### src/rtl/opfcr_pkg.sv
// ----------------------------------------------------------------------------
// opfcr_pkg
// Shared widths, register indexes, sequencer states and saturation helpers
// for the ramped one-pole filter cascade.
// ----------------------------------------------------------------------------
package opfcr_pkg;

    localparam int CFG_W    = 18;  // widest configuration register
    localparam int IDX_W    = 3;   // configuration register index
    localparam int LEN_W    = 13;  // block length register
    localparam int LEN_MAX  = 8191;
    localparam int SMP_W    = 16;  // input sample
    localparam int OUT_W    = 17;  // saturated stage output
    localparam int MUL_W    = 19;  // signed multiplier operands
    localparam int PROD_W   = 38;  // multiplier product and accumulator
    localparam int SUM_W    = 20;  // pre-saturation sum
    localparam int DIVQ_W   = 36;  // dividend and quotient shift register
    localparam int DIVR_W   = 18;  // divider remainder and divisor
    localparam int RAMPQ_W  = 18;  // ramp quotient, bounded by the coefficients
    localparam int CNT_W    = 6;   // divider step counter

    typedef enum logic [IDX_W-1:0] {
        REG_OUT_RATE      = 3'd0,
        REG_HP_COEF_START = 3'd1,
        REG_HP_COEF_END   = 3'd2,
        REG_LP_COEF_START = 3'd3,
        REG_LP_COEF_END   = 3'd4,
        REG_BLOCK_LEN     = 3'd5
    } cfg_idx_t;

    typedef enum logic [9:0] {
        ST_IDLE     = 10'b00_0000_0001,
        ST_RAMP_A   = 10'b00_0000_0010,
        ST_RAMP_B   = 10'b00_0000_0100,
        ST_RAMP_LD  = 10'b00_0000_1000,
        ST_RAMP_DIV = 10'b00_0001_0000,
        ST_FILT_MUL = 10'b00_0010_0000,
        ST_FILT_LD  = 10'b00_0100_0000,
        ST_FILT_DIV = 10'b00_1000_0000,
        ST_FILT_END = 10'b01_0000_0000,
        ST_DONE     = 10'b10_0000_0000
    } state_t;

    typedef enum logic {
        STAGE_HP = 1'b0,
        STAGE_LP = 1'b1
    } stage_t;

    localparam logic signed [SUM_W-1:0] SAT_HI = 20'sd65535;
    localparam logic signed [SUM_W-1:0] SAT_LO = -20'sd65536;

    function automatic logic signed [OUT_W-1:0] sat17(input logic signed [SUM_W-1:0] v);
        logic signed [OUT_W-1:0] r;
        if (v > SAT_HI)
        begin
            r = SAT_HI[OUT_W-1:0];
        end
        else if (v < SAT_LO)
        begin
            r = SAT_LO[OUT_W-1:0];
        end
        else
        begin
            r = v[OUT_W-1:0];
        end
        return r;
    endfunction

    // Keep the low 16 bits and sign-extend them.
    function automatic logic signed [OUT_W-1:0] wrap16(input logic signed [OUT_W-1:0] v);
        return {v[SMP_W-1], v[SMP_W-1:0]};
    endfunction

endpackage

### src/rtl/one_pole_filter_cascade_ramped.sv
// ----------------------------------------------------------------------------
// one_pole_filter_cascade_ramped
// Each sample of a channel passes a one-pole high-pass and then a one-pole
// low-pass filter, with both coefficients ramped linearly across a block of
// block_len samples. One signed 19x19 multiplier and one restoring divider
// that retires one quotient bit per cycle do all the arithmetic under a small
// sequencer, so the block takes one sample at a time. An active stage runs
// ST_RAMP_A, ST_RAMP_B and ST_RAMP_LD for the ramp numerator, 18 divider steps
// for the ramped coefficient, ST_FILT_MUL and ST_FILT_LD for the product, 36
// divider steps for the division by out_rate, then ST_FILT_END. A sample with
// both stages bypassed goes from ST_IDLE to ST_DONE; in_stall stays high while
// a sample is in flight. The result sits in an output register, so a stalled
// output holds back the next sample only when that sample is finished too.
// The user must write configuration through cfg_valid/cfg_index/cfg_data only
// while no sample is in flight; the block itself does not enforce this.
// ----------------------------------------------------------------------------
module one_pole_filter_cascade_ramped
    import opfcr_pkg::*;
#(
    parameter int CHANNELS  = 2,
    parameter int MAX_BLOCK = 4096
)
(
    input  logic                     clk,
    input  logic                     rst_n,

    input  logic                     in_valid,
    output logic                     in_stall,
    input  logic                     channel,
    input  logic signed [SMP_W-1:0]  sample,

    output logic                     out_valid,
    input  logic                     out_stall,
    output logic signed [OUT_W-1:0]  filtered,
    output logic                     block_end,

    input  logic                     cfg_valid,
    output logic                     cfg_ready,
    input  logic [IDX_W-1:0]         cfg_index,
    input  logic [CFG_W-1:0]         cfg_data
);

    localparam int LEN_CAP = (MAX_BLOCK < LEN_MAX) ? MAX_BLOCK : LEN_MAX;
    localparam int POS_W   = $clog2(LEN_CAP);

    // Configuration registers.
    logic [CFG_W-1:0] rate_reg,     rate_next;
    logic [CFG_W-1:0] hp_start_reg, hp_start_next;
    logic [CFG_W-1:0] hp_end_reg,   hp_end_next;
    logic [CFG_W-1:0] lp_start_reg, lp_start_next;
    logic [CFG_W-1:0] lp_end_reg,   lp_end_next;
    logic [LEN_W-1:0] blen_reg,     blen_next;

    // Per-channel filter state.
    logic signed [SMP_W-1:0] hp_in_reg  [CHANNELS];
    logic signed [SMP_W-1:0] hp_in_next [CHANNELS];
    logic signed [OUT_W-1:0] hp_out_reg  [CHANNELS];
    logic signed [OUT_W-1:0] hp_out_next [CHANNELS];
    logic signed [OUT_W-1:0] lp_out_reg  [CHANNELS];
    logic signed [OUT_W-1:0] lp_out_next [CHANNELS];
    logic [POS_W-1:0]        pos_reg  [CHANNELS];
    logic [POS_W-1:0]        pos_next [CHANNELS];

    // Sequencer and working registers.
    state_t                   state_reg, state_next;
    stage_t                   stage_reg, stage_next;
    logic                     ch_reg, ch_next;
    logic signed [SMP_W-1:0]  x_reg, x_next;
    logic signed [OUT_W-1:0]  y_reg, y_next;
    logic [LEN_W-1:0]         len_reg, len_next;
    logic [LEN_W-1:0]         pcur_reg, pcur_next;
    logic                     last_reg, last_next;
    logic signed [PROD_W-1:0] acc_reg, acc_next;
    logic [DIVR_W-1:0]        rem_reg, rem_next;
    logic [DIVQ_W-1:0]        q_reg, q_next;
    logic [DIVR_W-1:0]        div_reg, div_next;
    logic [CNT_W-1:0]         cnt_reg, cnt_next;
    logic                     neg_reg, neg_next;

    // Output register.
    logic                     out_valid_reg, out_valid_next;
    logic signed [OUT_W-1:0]  filtered_reg, filtered_next;
    logic                     block_end_reg, block_end_next;

    // Combinational helpers.
    logic                     hp_en, lp_en;
    logic                     ch_in;
    logic [LEN_W-1:0]         len_in, pos_raw, pos_in;
    logic [CFG_W-1:0]         rate_eff;
    logic [CFG_W-1:0]         coef_start, coef_end;
    logic signed [MUL_W-1:0]  mul_a, mul_b;
    logic signed [PROD_W-1:0] prod;
    logic signed [MUL_W-1:0]  filt_diff;
    logic [DIVR_W:0]          r_sh, r_sub;
    logic                     r_ge;
    logic [DIVR_W-1:0]        rem_step;
    logic [DIVQ_W-1:0]        q_step;
    logic [PROD_W-1:0]        acc_mag;
    logic [RAMPQ_W-1:0]       q_clamp;
    logic signed [MUL_W-1:0]  q_signed;
    logic signed [OUT_W-1:0]  stage_y;
    logic                     in_xfer, out_xfer, out_load;

    assign cfg_ready = 1'b1;
    assign in_stall  = (state_reg != ST_IDLE);
    assign in_xfer   = in_valid && !in_stall;
    assign out_xfer  = out_valid_reg && !out_stall;
    assign out_load  = (state_reg == ST_DONE) && (!out_valid_reg || !out_stall);

    assign out_valid = out_valid_reg;
    assign filtered  = filtered_reg;
    assign block_end = block_end_reg;

    assign hp_en    = (hp_start_reg != '0) || (hp_end_reg != '0);
    assign lp_en    = (lp_start_reg != '0) || (lp_end_reg != '0);
    assign rate_eff = (rate_reg == '0) ? CFG_W'(1) : rate_reg;

    // Block length and position of the arriving sample.
    always_comb
    begin
        ch_in = (int'(channel) < CHANNELS) ? channel : 1'b0;
        if (blen_reg == '0)
        begin
            len_in = LEN_W'(1);
        end
        else if (int'(blen_reg) > LEN_CAP)
        begin
            len_in = LEN_W'(LEN_CAP);
        end
        else
        begin
            len_in = blen_reg;
        end
        pos_raw = LEN_W'(pos_reg[ch_in]);
        pos_in  = (pos_raw >= len_in) ? (len_in - LEN_W'(1)) : pos_raw;
    end

    assign coef_start = (stage_reg == STAGE_HP) ? hp_start_reg : lp_start_reg;
    assign coef_end   = (stage_reg == STAGE_HP) ? hp_end_reg   : lp_end_reg;

    // The filter difference fits 19 bits: both stages work on 17-bit values.
    always_comb
    begin
        if (stage_reg == STAGE_HP)
        begin
            filt_diff = MUL_W'(hp_out_reg[ch_reg]) + MUL_W'(x_reg)
                      - MUL_W'(hp_in_reg[ch_reg]);
        end
        else
        begin
            filt_diff = MUL_W'(y_reg) - MUL_W'(lp_out_reg[ch_reg]);
        end
    end

    // Shared multiplier.
    always_comb
    begin
        priority case (1'b1)
            state_reg == ST_RAMP_A:
            begin
                mul_a = MUL_W'(coef_start);
                mul_b = MUL_W'(len_reg - pcur_reg);
            end
            state_reg == ST_RAMP_B:
            begin
                mul_a = MUL_W'(coef_end);
                mul_b = MUL_W'(pcur_reg);
            end
            default:
            begin
                mul_a = MUL_W'(q_reg[RAMPQ_W-1:0]);
                mul_b = filt_diff;
            end
        endcase
    end

    assign prod = PROD_W'(mul_a) * PROD_W'(mul_b);

    // One restoring division step.
    assign r_sh     = {rem_reg, q_reg[DIVQ_W-1]};
    assign r_ge     = (r_sh >= {1'b0, div_reg});
    assign r_sub    = r_sh - {1'b0, div_reg};
    assign rem_step = r_ge ? r_sub[DIVR_W-1:0] : r_sh[DIVR_W-1:0];
    assign q_step   = {q_reg[DIVQ_W-2:0], r_ge};

    assign acc_mag = acc_reg[PROD_W-1] ? PROD_W'(-acc_reg) : PROD_W'(acc_reg);

    // A quotient magnitude of 2^18 or more saturates either stage anyway, so it
    // is clamped before the sign is applied.
    always_comb
    begin
        q_clamp  = (|q_reg[DIVQ_W-1:RAMPQ_W]) ? '1 : q_reg[RAMPQ_W-1:0];
        q_signed = neg_reg ? -MUL_W'(q_clamp) : MUL_W'(q_clamp);
        if (stage_reg == STAGE_HP)
        begin
            stage_y = sat17(SUM_W'(q_signed));
        end
        else
        begin
            stage_y = sat17(SUM_W'(lp_out_reg[ch_reg]) + SUM_W'(q_signed));
        end
    end

    always_comb
    begin
        rate_next     = rate_reg;
        hp_start_next = hp_start_reg;
        hp_end_next   = hp_end_reg;
        lp_start_next = lp_start_reg;
        lp_end_next   = lp_end_reg;
        blen_next     = blen_reg;
        hp_in_next    = hp_in_reg;
        hp_out_next   = hp_out_reg;
        lp_out_next   = lp_out_reg;
        pos_next      = pos_reg;
        state_next    = state_reg;
        stage_next    = stage_reg;
        ch_next       = ch_reg;
        x_next        = x_reg;
        y_next        = y_reg;
        len_next      = len_reg;
        pcur_next     = pcur_reg;
        last_next     = last_reg;
        acc_next      = acc_reg;
        rem_next      = rem_reg;
        q_next        = q_reg;
        div_next      = div_reg;
        cnt_next      = cnt_reg;
        neg_next      = neg_reg;
        filtered_next  = filtered_reg;
        block_end_next = block_end_reg;
        out_valid_next = out_valid_reg;

        if (out_xfer)
        begin
            out_valid_next = 1'b0;
        end

        if (cfg_valid && cfg_ready)
        begin
            unique case (cfg_index)
                REG_OUT_RATE:      rate_next     = cfg_data;
                REG_HP_COEF_START: hp_start_next = cfg_data;
                REG_HP_COEF_END:   hp_end_next   = cfg_data;
                REG_LP_COEF_START: lp_start_next = cfg_data;
                REG_LP_COEF_END:   lp_end_next   = cfg_data;
                REG_BLOCK_LEN:     blen_next     = cfg_data[LEN_W-1:0];
                default:           ;
            endcase
        end

        unique case (state_reg)
            ST_IDLE:
            begin
                if (in_xfer)
                begin
                    ch_next   = ch_in;
                    x_next    = sample;
                    y_next    = OUT_W'(sample);
                    len_next  = len_in;
                    pcur_next = pos_in;
                    last_next = ((pos_in + LEN_W'(1)) == len_in);
                    if (hp_en)
                    begin
                        stage_next = STAGE_HP;
                        state_next = ST_RAMP_A;
                    end
                    else if (lp_en)
                    begin
                        stage_next = STAGE_LP;
                        state_next = ST_RAMP_A;
                    end
                    else
                    begin
                        state_next = ST_DONE;
                    end
                end
            end
            ST_RAMP_A:
            begin
                acc_next   = prod;
                state_next = ST_RAMP_B;
            end
            ST_RAMP_B:
            begin
                acc_next   = acc_reg + prod;
                state_next = ST_RAMP_LD;
            end
            ST_RAMP_LD:
            begin
                // The quotient is below 2^18, so the high numerator bits
                // already form a remainder smaller than the block length.
                rem_next   = DIVR_W'(acc_reg[RAMPQ_W+LEN_W-1:RAMPQ_W]);
                q_next     = {acc_reg[RAMPQ_W-1:0], (DIVQ_W-RAMPQ_W)'(0)};
                div_next   = DIVR_W'(len_reg);
                cnt_next   = CNT_W'(RAMPQ_W);
                state_next = ST_RAMP_DIV;
            end
            ST_RAMP_DIV, ST_FILT_DIV:
            begin
                rem_next = rem_step;
                q_next   = q_step;
                cnt_next = cnt_reg - CNT_W'(1);
                if (cnt_reg == CNT_W'(1))
                begin
                    state_next = (state_reg == ST_RAMP_DIV) ? ST_FILT_MUL : ST_FILT_END;
                end
            end
            ST_FILT_MUL:
            begin
                acc_next   = prod;
                state_next = ST_FILT_LD;
            end
            ST_FILT_LD:
            begin
                neg_next   = acc_reg[PROD_W-1];
                q_next     = acc_mag[DIVQ_W-1:0];
                rem_next   = '0;
                div_next   = rate_eff;
                cnt_next   = CNT_W'(DIVQ_W);
                state_next = ST_FILT_DIV;
            end
            ST_FILT_END:
            begin
                y_next = stage_y;
                if (stage_reg == STAGE_HP)
                begin
                    hp_in_next[ch_reg]  = x_reg;
                    hp_out_next[ch_reg] = stage_y;
                end
                else
                begin
                    lp_out_next[ch_reg] = stage_y;
                end
                if (stage_reg == STAGE_HP && lp_en)
                begin
                    stage_next = STAGE_LP;
                    state_next = ST_RAMP_A;
                end
                else
                begin
                    state_next = ST_DONE;
                end
            end
            ST_DONE:
            begin
                if (out_load)
                begin
                    out_valid_next = 1'b1;
                    filtered_next  = y_reg;
                    block_end_next = last_reg;
                    if (last_reg)
                    begin
                        hp_out_next[ch_reg] = wrap16(hp_out_reg[ch_reg]);
                        lp_out_next[ch_reg] = wrap16(lp_out_reg[ch_reg]);
                        pos_next[ch_reg]    = '0;
                    end
                    else
                    begin
                        pos_next[ch_reg] = POS_W'(pcur_reg + LEN_W'(1));
                    end
                    state_next = ST_IDLE;
                end
            end
            default:
            begin
                state_next = ST_IDLE;
            end
        endcase
    end

    always_ff @(posedge clk or negedge rst_n)
    begin
        if (!rst_n)
        begin
            rate_reg      <= CFG_W'(44100);
            hp_start_reg  <= '0;
            hp_end_reg    <= '0;
            lp_start_reg  <= '0;
            lp_end_reg    <= '0;
            blen_reg      <= LEN_W'(256);
            state_reg     <= ST_IDLE;
            stage_reg     <= STAGE_HP;
            cnt_reg       <= '0;
            out_valid_reg <= 1'b0;
            for (int c = 0; c < CHANNELS; c++)
            begin
                hp_in_reg[c]  <= '0;
                hp_out_reg[c] <= '0;
                lp_out_reg[c] <= '0;
                pos_reg[c]    <= '0;
            end
        end
        else
        begin
            rate_reg      <= rate_next;
            hp_start_reg  <= hp_start_next;
            hp_end_reg    <= hp_end_next;
            lp_start_reg  <= lp_start_next;
            lp_end_reg    <= lp_end_next;
            blen_reg      <= blen_next;
            state_reg     <= state_next;
            stage_reg     <= stage_next;
            cnt_reg       <= cnt_next;
            out_valid_reg <= out_valid_next;
            hp_in_reg     <= hp_in_next;
            hp_out_reg    <= hp_out_next;
            lp_out_reg    <= lp_out_next;
            pos_reg       <= pos_next;
        end
    end

    always_ff @(posedge clk)
    begin
        ch_reg        <= ch_next;
        x_reg         <= x_next;
        y_reg         <= y_next;
        len_reg       <= len_next;
        pcur_reg      <= pcur_next;
        last_reg      <= last_next;
        acc_reg       <= acc_next;
        rem_reg       <= rem_next;
        q_reg         <= q_next;
        div_reg       <= div_next;
        neg_reg       <= neg_next;
        filtered_reg  <= filtered_next;
        block_end_reg <= block_end_next;
    end

    // A transferred sample keeps the block busy on the next cycle.
    a_busy_after_accept: assert property (@(posedge clk) disable iff (!rst_n)
        in_xfer |=> in_stall)
        else $error("block not busy after an input transfer");

    // A new result appears only out of the final sequencer state.
    a_result_from_done: assert property (@(posedge clk) disable iff (!rst_n)
        $rose(out_valid_reg) |-> $past(state_reg == ST_DONE))
        else $error("output loaded outside the final state");

    // While dividing, the remainder stays below the divisor and the step count is nonzero.
    a_rem_below_div: assert property (@(posedge clk) disable iff (!rst_n)
        (state_reg == ST_RAMP_DIV || state_reg == ST_FILT_DIV)
            |-> (rem_reg < div_reg) && (cnt_reg != '0))
        else $error("divider remainder or step count out of range");

    // A ramped coefficient never exceeds the larger end coefficient's width.
    a_ramp_quotient: assert property (@(posedge clk) disable iff (!rst_n)
        (state_reg == ST_FILT_MUL) |-> (q_reg[DIVQ_W-1:RAMPQ_W] == '0))
        else $error("ramped coefficient overflowed");

endmodule
### config.mk
export PLATFORM = sky130hd
export DESIGN_NAME = one_pole_filter_cascade_ramped
export DESIGN_NICKNAME = d
export VERILOG_FILES = /design/src/rtl/opfcr_pkg.sv /design/src/rtl/one_pole_filter_cascade_ramped.sv
export SDC_FILE = /design/constraint.sdc
export NUM_CORES = 2
export LEC_CHECK = 0
export BUFFER_PORTS_ARGS = -buffer_cell sky130_fd_sc_hd__buf_2
export CORE_MARGIN = 2
export CORE_UTILIZATION = 65
export DETAILED_ROUTE_END_ITERATION = 10
export PLACE_DENSITY_LB_ADDON = 0.15
export SETUP_SLACK_MARGIN = 0.3
export SKIP_CTS_REPAIR_TIMING = 1
export SLEW_MARGIN = 20
export SYNTH_ARGS = -nofsm -noshare
export SYNTH_HDL_FRONTEND = slang
export SYNTH_SLANG_ARGS = --single-unit
### constraint.sdc
create_clock -name clk -period 19.4 [get_ports clk]
set_clock_uncertainty 0.2 [all_clocks]
set_input_delay 3.88 -clock clk [delete_from_list [all_inputs] [get_ports clk]]
set_output_delay 3.88 -clock clk [all_outputs]
set_load 0.02 [all_outputs]
==> flow_summary.json <==
{
  "fp.coreArea_mm2": 0.06058,
  "synth_cells": 4283,
  "reg2reg_slack_ns": 5.90,
  "reg2regPathDepth": 43,
  "htree_levels": 2,
  "via_count": 32554,
  "r2r_end": "acc_reg[35]$_DFFE_PP_",
  "critical_path_peak_fanout": 60,
  "min-delay-start": "lp_out_reg[17]$_DFFE_PN0P_",
  "grt_overflow": 0,
  "synthesis.area_mm2": 0.03998,
  "hold_viol_final": 0,
  "worstPathRequired_ns": 19.55,
  "synth-edff-count": 190,
  "clk_latency_ns": 0.61,
  "drt-initial-drc-count": 3194,
  "crit_path_frequent_cell": "fa_1",
  "synthArstFlopShare_pct": 56.32,
  "io_buffers": 62,
  "wl_met2_mm": 53.23,
  "start_util_pct": 65.99,
  "holdCritPathClass": "reg -> reg",
  "drv_cap": 0,
  "grt_pass1_wl_mm": 183.6,
  "cts.clk_slew.worst_paths_ns": 0.06,
  "die_y_um": 252.0,
  "drive_gt1_share_pct": 10.68,
  "largest_reg_flops": 38,
  "grt_pass1_vias": 32910,
  "min_period_over_period_pct": 69.60,
  "io_pins": 64,
  "setup_tns_ns": 0,
  "critPathKind": "reg -> reg",
  "r2r-start": "ch_reg$_DFFE_PP_",
  "crit_path_top_delay_cell": "buf_4",
  "firstDrtPassIters": 5,
  "drv_slew": 0,
  "wl_met1_mm": 44.38,
  "dpl.hpwl_mm": 87.57,
  "dr_wl_met3_mm": 9.258,
  "wl_per_cell_um": 22.53,
  "cp.arrival_ns": 13.65,
  "yosysWarningCount": 0,
  "slowest_delay_ns": 0.73,
  "synth_top_flop_cell": "dfrtp_1",
  "routed_via_density": 6.373,
  "cts-root-buf": "clkbuf_16",
  "antenna_found_initial": 4,
  "wl_mm": 115.1,
  "setup_viol": 0,
  "drc": 0,
  "max_freq_mhz": 74.06,
  "dieArea_mm2": 0.06350,
  "grt_max_degree": 112,
  "rsz0062_at_grt": "false",
  "grt_use_total_pct": 37.35,
  "fp-row-count": 90,
  "min_period_ns": 13.50,
  "gp_congestion": 0.9853,
  "ys_ff_latch": 435,
  "final_nets": 4924,
  "worstSetupStartpointType": "register",
  "die-width_um": 252.0,
  "cts_sinks": 435,
  "area_delta_synth_final_pct": 7.070,
  "seq_area_frac_synth_pct": 29.63,
  "cts_tree": "done",
  "fillers": 4697,
  "synth_nets": 4925,
  "cts.path.max_buffers": 3,
  "numCtsBuffers": 50,
  "outcome": "finished clean",
  "ys_types": 90,
  "hold_path_end": "lp_out_reg[17]$_DFFE_PN0P_",
  "cp-end-kind": "register",
  "worst_pin_slew_ns": 1.141,
  "slew_headroom_pct": 23.38,
  "highest_layer": "met4",
  "syn_area_per_cell_um2": 9.334,
  "whs_path_depth": 2,
  "ant_nets": 0
}
final cells by class:
class	count	area (um2)	share of cell area, %
Antenna cell	2	5.005	0.01169
Tap cell	782	978.4	2.286
Multi-Input combinational cell	3173	25680	60.00
Clock inverter	38	335.3	0.7834
Sequential cell	435	11850	27.69
Inverter	497	1866	4.359
Clock buffer	56	1295	3.026
Timing Repair Buffer	125	793.3	1.853
metrics by stage:
stage / cells / area (um2) / setup WS, ns / hold slack (ns) / util, %
after floorplan: 4283 / 39980 / 7.284 / 0.2264 / -
after CTS: 5106 / 42780 / 5.941 / 0.2795 / 70.61
after global placement: 5012 / 41140 / 6.016 / 0.2559 / 67.91
final: 5108 / 42800 / 5.898 / 0.2772 / 70.65
after global routing: 5108 / 42800 / 5.132 / 0.2951 / 70.65
after detailed placement: 5012 / 41150 / 5.974 / 0.2664 / 67.92
cell usage after synthesis (60+ instances only):
library cell / instances / area, um2
a21o_1: 64 / 480.5
a21oi_1: 188 / 940.9
and2_1: 86 / 538.0
clkbuf_1: 157 / 589.3
dfrtp_1: 237 / 5931
edfxtp_1: 190 / 5705
fa_1: 293 / 5866
ha_1: 306 / 3829
inv_1: 495 / 1858
mux2_2: 178 / 2004
mux2i_1: 73 / 730.7
nand2_1: 522 / 1959
nand3_1: 61 / 305.3
nor2_1: 239 / 897.1
o21ai_0: 298 / 1491
xnor2_1: 110 / 963.4
xor2_1: 60 / 525.5
cell usage in the layout (no fill, tap or decap), types with 16 or more instances in the layout:
cell type  synthesis  routed
a211oi_1          38      37
a21o_1            64      64
a21oi_1          188     187
a22oi_1           23      23
a31oi_1           33      32
and2_1            86      86
and3_1            33      33
buf_2              5      61
buf_4              2      63
clkbuf_16          0      51
dfrtp_1          237     236
edfxtp_1         190     190
fa_1             293     293
ha_1             306     306
inv_1            495     494
mux2_2           178     178
mux2i_1           73      73
nand2_1          522     521
nand2b_1          35      35
nand3_1           61      61
nand4_1           16      16
nor2_1           239     238
nor2b_1           41      40
nor3_1            51      50
nor4_1            38      37
o211ai_1          18      18
o21a_1            39      39
o21ai_0          298     290
o21ai_1           19      25
o21bai_1          17      17
o31ai_1           30      28
or2_2             16      16
or3_1             30      28
xnor2_1          110     110
xor2_1            60      60
how the worst max path moves through the flow:
stage	from	endpoint	slack, ns	cells after the start
2_1_floorplan	ch_reg$_DFFE_PP_	acc_reg[34]$_DFFE_PP_	7.28	44
3_3_place_gp	ch_reg$_DFFE_PP_	acc_reg[35]$_DFFE_PP_	6.02	42
3_5_place_dp	ch_reg$_DFFE_PP_	acc_reg[35]$_DFFE_PP_	5.97	43
4_1_cts	ch_reg$_DFFE_PP_	acc_reg[35]$_DFFE_PP_	5.94	43
5_1_grt	ch_reg$_DFFE_PP_	acc_reg[35]$_DFFE_PP_	5.13	43
6_report	ch_reg$_DFFE_PP_	acc_reg[35]$_DFFE_PP_	5.90	43
cell families after synthesis:
kind of cell	count (synthesis)	synth area share (%)
other	1	0.009381
DFF	435	29.63
muxes	252	6.898
AOI/OAI and AO/OA	921	14.59
buffers and inverters	675	6.391
and+or+nand+nor	1229	14.46
adders and majority gates	599	24.25
xor gates and xnor gates	171	3.765
metal layers:
metal	track usage [%]	up-vias
met4	22.64	0
met2	60.27	1466
met3	5.612	386
met1	47.83	15975
li1	-	14727
met5	0	-
critical path, delay by kind of cell, from the launching register on:
kind            cells  cell delay [ns]
buf+inv             5             0.95
simple gates        6             1.29
flops               1             0.32
xor+xnor            2             0.28
mux                 2             0.69
fa+ha+maj          11             5.11
compound gates     17             4.42
Power is left out: the tool's default activity adds up to more than one toggle a clock period on the data nets, which glitch-free logic cannot reach.
